===== src/pipe_endpoint_flow_term_fsm_defines.svh =====
// Assertion helpers shared by the RTL of the pipe endpoint.
`ifndef PIPE_ENDPOINT_FLOW_TERM_FSM_DEFINES_SVH
`define PIPE_ENDPOINT_FLOW_TERM_FSM_DEFINES_SVH

// Same-cycle implication, checked only out of reset.
`define PEFT_ASSERT_NOW(label, ante, cons, msg) \
  label: assert property (@(posedge clk) disable iff (!rst_n) (ante) |-> (cons)) \
    else $error(msg);

// Next-cycle implication, checked only out of reset.
`define PEFT_ASSERT_NEXT(label, ante, cons, msg) \
  label: assert property (@(posedge clk) disable iff (!rst_n) (ante) |=> (cons)) \
    else $error(msg);

`endif


===== src/peft_pkg.sv =====
`default_nettype none
package peft_pkg;

  localparam int CNT_W                = 48;
  localparam int REG_W                = 16;
  localparam int READ_NOTIFY_INTERVAL = 256;
  localparam int NOTE_CNT_W           = (READ_NOTIFY_INTERVAL > 1) ?
                                        $clog2(READ_NOTIFY_INTERVAL) : 1;
  localparam logic [NOTE_CNT_W-1:0] NOTE_LAST = NOTE_CNT_W'(READ_NOTIFY_INTERVAL - 1);
  localparam logic [CNT_W-1:0]      CNT_MAX   = {CNT_W{1'b1}};
  localparam logic [REG_W-1:0]      HWM_RESET = 16'd1000;

  localparam int CFG_IDX_W = 1;
  localparam logic [CFG_IDX_W-1:0] CFG_HWM   = 1'b0;
  localparam logic [CFG_IDX_W-1:0] CFG_BOOST = 1'b1;

  localparam logic [2:0] PS_ACTIVE     = 3'd0;
  localparam logic [2:0] PS_DELIM_RCVD = 3'd1;
  localparam logic [2:0] PS_WAIT_DELIM = 3'd2;
  localparam logic [2:0] PS_TERM_SENT1 = 3'd3;
  localparam logic [2:0] PS_TERM_SENT2 = 3'd4;
  localparam logic [2:0] PS_TERM_ACK   = 3'd5;

  typedef enum logic [2:0] {
    OP_READ      = 3'd0,
    OP_WRITE     = 3'd1,
    OP_ACT_WRITE = 3'd2,
    OP_ACT_READ  = 3'd3,
    OP_TERMINATE = 3'd4,
    OP_PEER_TERM = 3'd5,
    OP_DELIMITER = 3'd6
  } op_t;

  typedef enum logic [5:0] {
    ST_ACTIVE     = 6'b000001,
    ST_DELIM_RCVD = 6'b000010,
    ST_WAIT_DELIM = 6'b000100,
    ST_TERM_SENT1 = 6'b001000,
    ST_TERM_SENT2 = 6'b010000,
    ST_TERM_ACK   = 6'b100000
  } term_state_t;

  // Input payload, first field in the highest bits.
  typedef struct packed {
    logic             delay_request;
    logic [CNT_W-1:0] peer_read_count;
    logic             msg_is_credential;
    logic             queue_has_msg;
  } peft_item_t;

  // Result payload, first field in the highest bits.
  typedef struct packed {
    logic             out_open;
    logic             in_open;
    logic [2:0]       pipe_state;
    logic             write_woken;
    logic             read_woken;
    logic             term_cmd;
    logic [CNT_W-1:0] read_count_out;
    logic             notify_peer_read;
    logic             credential_dropped;
    logic             accepted;
  } peft_result_t;

  function automatic logic [2:0] state_code(input term_state_t st);
    logic [2:0] code;
    unique case (st)
      ST_ACTIVE:     code = PS_ACTIVE;
      ST_DELIM_RCVD: code = PS_DELIM_RCVD;
      ST_WAIT_DELIM: code = PS_WAIT_DELIM;
      ST_TERM_SENT1: code = PS_TERM_SENT1;
      ST_TERM_SENT2: code = PS_TERM_SENT2;
      ST_TERM_ACK:   code = PS_TERM_ACK;
      default:       code = PS_ACTIVE;
    endcase
    return code;
  endfunction

endpackage
`default_nettype wire


===== src/pipe_endpoint_flow_term_fsm.sv =====
// Control side of one end of a message pipe. Each input transaction is one event (op in
// in_tuser); the block answers it with exactly one result transaction. Events are taken at
// one per cycle: the event is decoded against the state registers in the same cycle it is
// accepted, and state and result are written together into registers, so the result is shown
// in the cycle after acceptance. The only limit on throughput is the single output register;
// a new event is taken whenever that register is empty or being drained in the same cycle.
// Outbound writes are refused once writes minus peer-reported reads reaches
// high_water_mark + hwm_boost (high_water_mark of zero means no limit). Counters saturate
// at all ones. Configuration writes must only be issued while no result is pending.
`default_nettype none
`include "pipe_endpoint_flow_term_fsm_defines.svh"
module pipe_endpoint_flow_term_fsm (
  input  wire logic                          clk,
  input  wire logic                          rst_n,
  // cfg
  input  wire logic                          cfg_we,
  input  wire logic [peft_pkg::CFG_IDX_W-1:0] cfg_addr,
  input  wire logic [peft_pkg::REG_W-1:0]    cfg_wdata,
  // input stream
  input  wire logic                          in_tvalid,
  output      logic                          in_tready,
  // low to high: queue_has_msg, msg_is_credential, peer_read_count[47:0], delay_request
  input  wire logic [55:0]                   in_tdata,
  // op
  input  wire logic [2:0]                    in_tuser,
  // result stream
  output      logic                          out_tvalid,
  input  wire logic                          out_tready,
  // low to high: accepted, credential_dropped, notify_peer_read, read_count_out[47:0],
  // term_cmd, read_woken, write_woken, pipe_state[2:0], in_open, out_open
  output      logic [63:0]                   out_tdata
);
  import peft_pkg::*;

  localparam int ITEM_W = $bits(peft_item_t);
  localparam int RES_W  = $bits(peft_result_t);

  logic [REG_W-1:0]      hwm_r, boost_r;
  term_state_t           st_r, st_nxt;
  logic                  in_flag_r, in_flag_nxt;
  logic                  out_flag_r, out_flag_nxt;
  logic [CNT_W-1:0]      reads_r, reads_nxt;
  logic [CNT_W-1:0]      writes_r, writes_nxt;
  logic [CNT_W-1:0]      peer_r, peer_nxt;
  logic [NOTE_CNT_W-1:0] note_r, note_nxt;
  logic                  out_valid_r;
  peft_result_t          res_r, res_nxt;

  peft_item_t            item;
  op_t                   op;
  logic                  in_acc;
  logic                  can_read, can_read_pt;
  logic [CNT_W-1:0]      outstanding;
  logic [REG_W:0]        limit;
  logic                  limit_hit;

  assign item      = peft_item_t'(in_tdata[ITEM_W-1:0]);
  assign op        = op_t'(in_tuser);
  assign in_tready = !out_valid_r || out_tready;
  assign in_acc    = in_tvalid && in_tready;

  assign can_read    = in_flag_r && (st_r == ST_ACTIVE || st_r == ST_WAIT_DELIM);
  assign outstanding = (writes_r > peer_r) ? writes_r - peer_r : '0;
  assign limit       = {1'b0, hwm_r} + {1'b0, boost_r};
  assign limit_hit   = outstanding >= CNT_W'(limit);

  always_comb begin
    st_nxt       = st_r;
    in_flag_nxt  = in_flag_r;
    out_flag_nxt = out_flag_r;
    reads_nxt    = reads_r;
    writes_nxt   = writes_r;
    peer_nxt     = peer_r;
    note_nxt     = note_r;
    res_nxt      = '0;
    can_read_pt  = 1'b0;

    case (op)
      OP_READ: begin
        if (can_read) begin
          if (!item.queue_has_msg) begin
            in_flag_nxt = 1'b0;
          end else if (item.msg_is_credential) begin
            res_nxt.credential_dropped = 1'b1;
          end else begin
            res_nxt.accepted = 1'b1;
            if (reads_r != CNT_MAX) begin
              reads_nxt = reads_r + 1'b1;
              // Tracks reads_done modulo the notify interval.
              if (note_r == NOTE_LAST) begin
                note_nxt = '0;
                res_nxt.notify_peer_read = 1'b1;
              end else begin
                note_nxt = note_r + 1'b1;
              end
            end
          end
        end
      end
      OP_WRITE: begin
        if (out_flag_r && st_r == ST_ACTIVE) begin
          if (hwm_r != '0 && limit_hit) begin
            out_flag_nxt = 1'b0;
          end else begin
            res_nxt.accepted = 1'b1;
            if (writes_r != CNT_MAX) begin
              writes_nxt = writes_r + 1'b1;
            end
          end
        end
      end
      OP_ACT_WRITE: begin
        if (item.peer_read_count > peer_r) begin
          peer_nxt = item.peer_read_count;
        end
        if (!out_flag_r && st_r == ST_ACTIVE) begin
          out_flag_nxt        = 1'b1;
          res_nxt.write_woken = 1'b1;
        end
      end
      OP_ACT_READ: begin
        if (!in_flag_r && (st_r == ST_ACTIVE || st_r == ST_WAIT_DELIM)) begin
          in_flag_nxt        = 1'b1;
          res_nxt.read_woken = 1'b1;
        end
      end
      OP_TERMINATE: begin
        if (st_r != ST_TERM_SENT1 && st_r != ST_TERM_SENT2 && st_r != ST_TERM_ACK) begin
          if (st_r == ST_ACTIVE) begin
            st_nxt = ST_TERM_SENT1;
          end else if (st_r == ST_DELIM_RCVD) begin
            st_nxt = ST_TERM_SENT2;
          end
          res_nxt.term_cmd = 1'b1;
        end
      end
      OP_PEER_TERM: begin
        if (st_r == ST_ACTIVE) begin
          st_nxt = ST_WAIT_DELIM;
        end else if (st_r == ST_TERM_SENT1) begin
          st_nxt = ST_TERM_SENT2;
        end else if (st_r == ST_TERM_SENT2 || st_r == ST_DELIM_RCVD) begin
          st_nxt = ST_TERM_ACK;
        end
        // The read check uses the state after the advance.
        can_read_pt = in_flag_r && (st_nxt == ST_ACTIVE || st_nxt == ST_WAIT_DELIM);
        if (can_read_pt && !item.queue_has_msg) begin
          in_flag_nxt = 1'b0;
        end
      end
      OP_DELIMITER: begin
        if (st_r == ST_ACTIVE) begin
          st_nxt = ST_DELIM_RCVD;
        end else if (st_r == ST_WAIT_DELIM || st_r == ST_TERM_SENT1 ||
                     st_r == ST_TERM_SENT2) begin
          st_nxt = ST_TERM_ACK;
        end
      end
      default: begin
      end
    endcase

    res_nxt.read_count_out = reads_nxt;
    res_nxt.pipe_state     = state_code(st_nxt);
    res_nxt.in_open        = in_flag_nxt;
    res_nxt.out_open       = out_flag_nxt;
  end

  always_ff @(posedge clk) begin
    if (!rst_n) begin
      hwm_r       <= HWM_RESET;
      boost_r     <= '0;
      st_r        <= ST_ACTIVE;
      in_flag_r   <= 1'b1;
      out_flag_r  <= 1'b1;
      reads_r     <= '0;
      writes_r    <= '0;
      peer_r      <= '0;
      note_r      <= '0;
      out_valid_r <= 1'b0;
    end else begin
      if (cfg_we) begin
        unique case (cfg_addr)
          CFG_HWM:   hwm_r   <= cfg_wdata;
          CFG_BOOST: boost_r <= cfg_wdata;
          default: begin
          end
        endcase
      end
      if (in_acc) begin
        st_r       <= st_nxt;
        in_flag_r  <= in_flag_nxt;
        out_flag_r <= out_flag_nxt;
        reads_r    <= reads_nxt;
        writes_r   <= writes_nxt;
        peer_r     <= peer_nxt;
        note_r     <= note_nxt;
      end
      if (in_acc) begin
        out_valid_r <= 1'b1;
      end else if (out_tready) begin
        out_valid_r <= 1'b0;
      end
    end
  end

  always_ff @(posedge clk) begin
    if (in_acc) begin
      res_r <= res_nxt;
    end
  end

  assign out_tvalid = out_valid_r;
  assign out_tdata  = {(64 - RES_W)'(0), res_r};

  `PEFT_ASSERT_NEXT(a_acc_gives_result, in_acc, out_valid_r, "accepted event produced no result")
  `PEFT_ASSERT_NEXT(a_reads_monotonic, 1'b1, reads_r >= $past(reads_r), "read counter went back")
  `PEFT_ASSERT_NOW(a_cred_excl, out_valid_r, !(res_r.accepted && res_r.credential_dropped),
    "credential drop reported together with an accepted read")
  `PEFT_ASSERT_NOW(a_notify_acc, out_valid_r && res_r.notify_peer_read, res_r.accepted,
    "read notification without a counted read")
  `PEFT_ASSERT_NOW(a_wwake_open, out_valid_r && res_r.write_woken,
    res_r.out_open && res_r.pipe_state == PS_ACTIVE, "write wake while outbound closed")

endmodule
`default_nettype wire

===== config.mk =====
export PLATFORM = sky130hd
export DESIGN_NAME = pipe_endpoint_flow_term_fsm
export DESIGN_NICKNAME = d
export VERILOG_FILES = /design/src/peft_pkg.sv /design/src/pipe_endpoint_flow_term_fsm.sv
export VERILOG_INCLUDE_DIRS = /design/src /design/src/src
export SDC_FILE = /design/constraint.sdc
export NUM_CORES = 1
export LEC_CHECK = 0
export BUFFER_PORTS_ARGS = -buffer_cell sky130_fd_sc_hd__buf_2
export CORE_MARGIN = 4
export CORE_UTILIZATION = 42
export CTS_CLUSTER_SIZE = 30
export DETAILED_ROUTE_END_ITERATION = 16
export SLEW_MARGIN = 20
export SYNTH_ARGS = -nofsm -noshare
export SYNTH_HDL_FRONTEND = slang
export SYNTH_SLANG_ARGS = --single-unit

===== constraint.sdc =====
create_clock -name clk -period 12.3 [get_ports clk]
set_clock_uncertainty 0.15 [all_clocks]
set_input_delay 0.615 -clock clk [delete_from_list [all_inputs] [get_ports clk]]
set_output_delay 0.615 -clock clk [all_outputs]
set_load 0.01 [all_outputs]

==> results.cfg <==
[run]
drv_cap = 0

[timing]
tightest_slew_ns = 0.890
fmax_mhz = 147
tns_ns = 0
setup_slack_ns = 5.49
setup_violations = 0
relSlewSlack = 0.406
min_period_ns = 6.81
fin_crit_sh = 0.553
hold_ws_ns = 0.120
rsz0062_at_grt = false
final-max-slew-violation-count = 0
hold_viol = 0

[detailed_routing]
via_per_inst = 5.48
dr.pass1.iters = 5
routedWlPerCell_um = 16.3
drt-initial-drc-count = 847
vias = 14769
drc = 0
ant_nets = 0
drt_wl_total_um = 43800

[clocking]
post_cts_buffers = 0
clock-sinks = 252
cts_tree = done
ctsHoldBuffers = 0
worst_skew_pair.late_latency_ns = 0.58
cts_buffers = 29
clockRootBuffer = clkbuf_16
htree_levels = 1
cts_resized = 0
clk_pin_slew_worst_paths_ns = 0.06
clk_path_buf_depth = 3

[die]
boundaryPins = 147
die-height_um = 207
initial_utilization = 0.428
dieArea_um2 = 42900
coreArea_um2 = 38900
die_w_um = 207
rows = 72

[cells_and_area]
nNetsFinal = 2368
final-seq-area_um2 = 5640
fill_cells = 3892
antenna_cells = 0
syn_to_final_growth_pct = 11.9
final_util = 0.479
layout_commonest_cell = nand2_1
multiInputGateArea_um2 = 10300
final_cell_mix = 275 x nand2_1, 193 x dfxtp_1, 162 x a21oi_1
layout-drive-gt1-share = 0.105

[yosys]
ys_dominant_reg_cell = dfxtp_1
synth_cell_types = 87
synth_seq_area_share = 0.338
synth_edf_count = 59
synth_async_sr_flop_share = 0
netlist_area_um2 = 16700
yosysTopAreaCell = dfxtp_1
syn_inst = 2079
synthTopCellsByArea = dfxtp_1 23%, edfxtp_1 11%, ha_1 9.9%
synth_top_area_frac = 0.232
ys_seq_elements = 252
avgSynthCellArea_um2 = 8.01
yosys_warnings = 0

[grt]
grt_util_all_layers = 0.195
grt_pass1_vias = 13776
grt_pass1_wl_um = 71100
grt_max_degree = 97
grt.overflow.total = 0
antenna_found_initial = 1

[worst_setup_path]
crit_family = simple AND/OR/NAND/NOR gates
crit_arrival_ns = 7.15
critPathSlowestCell = nor4_1
crit_type = reg -> reg
cp_max_fo = 20
crit_chain = inv_1 -> ha_1 -> nand2_1 -> nor4_1 -> nor2b_1 -> o211ai_1 -> a31oi_1 -> o21ai_1 -> buf_4 -> or2_2 -> ha_1 -> nand2b_1 -> a211oi_1 -> o21ai_0 -> a2111oi_0 -> o21ai_0 -> a221o_1 -> a21oi_1 -> o32a_1 -> and4b_1 -> nand2_1 -> or4_1 -> o21ai_0
rr_startpoint = peer_r[36]
cp_num_buf_inv = 2
required_ns = 12.65
path_common_cell = o21ai_0
startpoint = peer_r[36]
max_stage_delay_ns = 0.61
cp-end-kind = flop
start_kind = flop

[power_and_ir_drop]
power.leakage_uw = 0.00759
powerDensity_nw_per_um2 = 113
ir_worst_vdd_mv = 0.102
fin_total_pwr_uw = 2110

[run_status]
status = finished, final reports clean

[placement]
place_hpwl_um = 32900
post-place-ws_ns = 5.65
port_buffers = 135
gp_congestion = 0.912

[worst_hold_path]
min_path_type = in -> reg
hold_path_startpoint = cfg_wdata[9]
## tightest hold or removal path: stages
cell and delay, ns:
buf_2 0.09, nand2_1 0.04, nand3_1 0.06
## synthesized netlist by cell type, types with 44 or more instances
library cell / n
xnor2_1: 66
nand4_1: 57
or3_1: 52
clkbuf_1: 74
nor3_1: 44
dfxtp_1: 193
xor2_1: 78
o21ai_0: 147
nor2_1: 161
edfxtp_1: 59
inv_1: 87
nand2_1: 275
ha_1: 132
a21oi_1: 162
nand3_1: 113
## metrics by stage
step / std cells / instance area [µm²]
floorplan: 2083 / 16700
global placement: 2640 / 17600
detailed placement: 2640 / 17600
CTS: 2694 / 18600
global route: 2694 / 18600
finish: 2694 / 18600
## final cells by class
type                            instances  area share
Clock buffer                           38      0.0434
Clock inverter                         16      0.0105
Inverter                               87      0.0177
Multi-Input combinational cell       1642       0.552
Sequential cell                       252       0.302
Tap cell                              518      0.0348
Timing Repair Buffer                  141      0.0388
## power breakdown
| part | internal (µW) | switching, µW | total (µW) |
|---|---|---|---|
| Combinational | 123 | 202 | 325 |
| Sequential | 867 | 11.9 | 879 |
| Clock | 547 | 360 | 908 |
## per-layer routing
metal,share of wire,vias up,routed length (µm),global-route usage
met5,0.00030,-,13,0
met1,0.48,6844,21100,0.270
met4,0.031,2,1350,0.0554
met2,0.45,247,19900,0.321
li1,-,7599,-,-
met3,0.035,77,1530,0.0262
## state kept, by name, summed over array words and instances, names as in the netlist
register	cells
reads_r	48
out_tdata	59
in_flag_r	1
out_tvalid	1
hwm_r	16
out_flag_r	1
st_r	6
writes_r	48
peer_r	48
boost_r	16
note_r	8
## kinds of logic (layout without fill, tap and decap cells)
family / after synthesis / after routing / synth area share
XOR/XNOR: 144 / 144 / 0.0757
adder cells (fa/ha/maj): 134 / 134 / 0.102
other: 1 / 5 / 0.000225
buffers and inverters: 189 / 282 / 0.0456
multiplexers: 9 / 9 / 0.00548
AND/OR/NAND/NOR: 851 / 851 / 0.250
flip-flops: 252 / 252 / 0.338
AO/OA/AOI/OAI: 499 / 499 / 0.183
## final timing paths
path,end,slack (ns),cells after the start
max,writes_r[18],5.49,23
min reg2reg,boost_r[15],0.31,2
max reg2reg,writes_r[18],5.49,23
min,hwm_r[9],0.12,3
No activity file was read; power rests on OpenSTA's default activity.
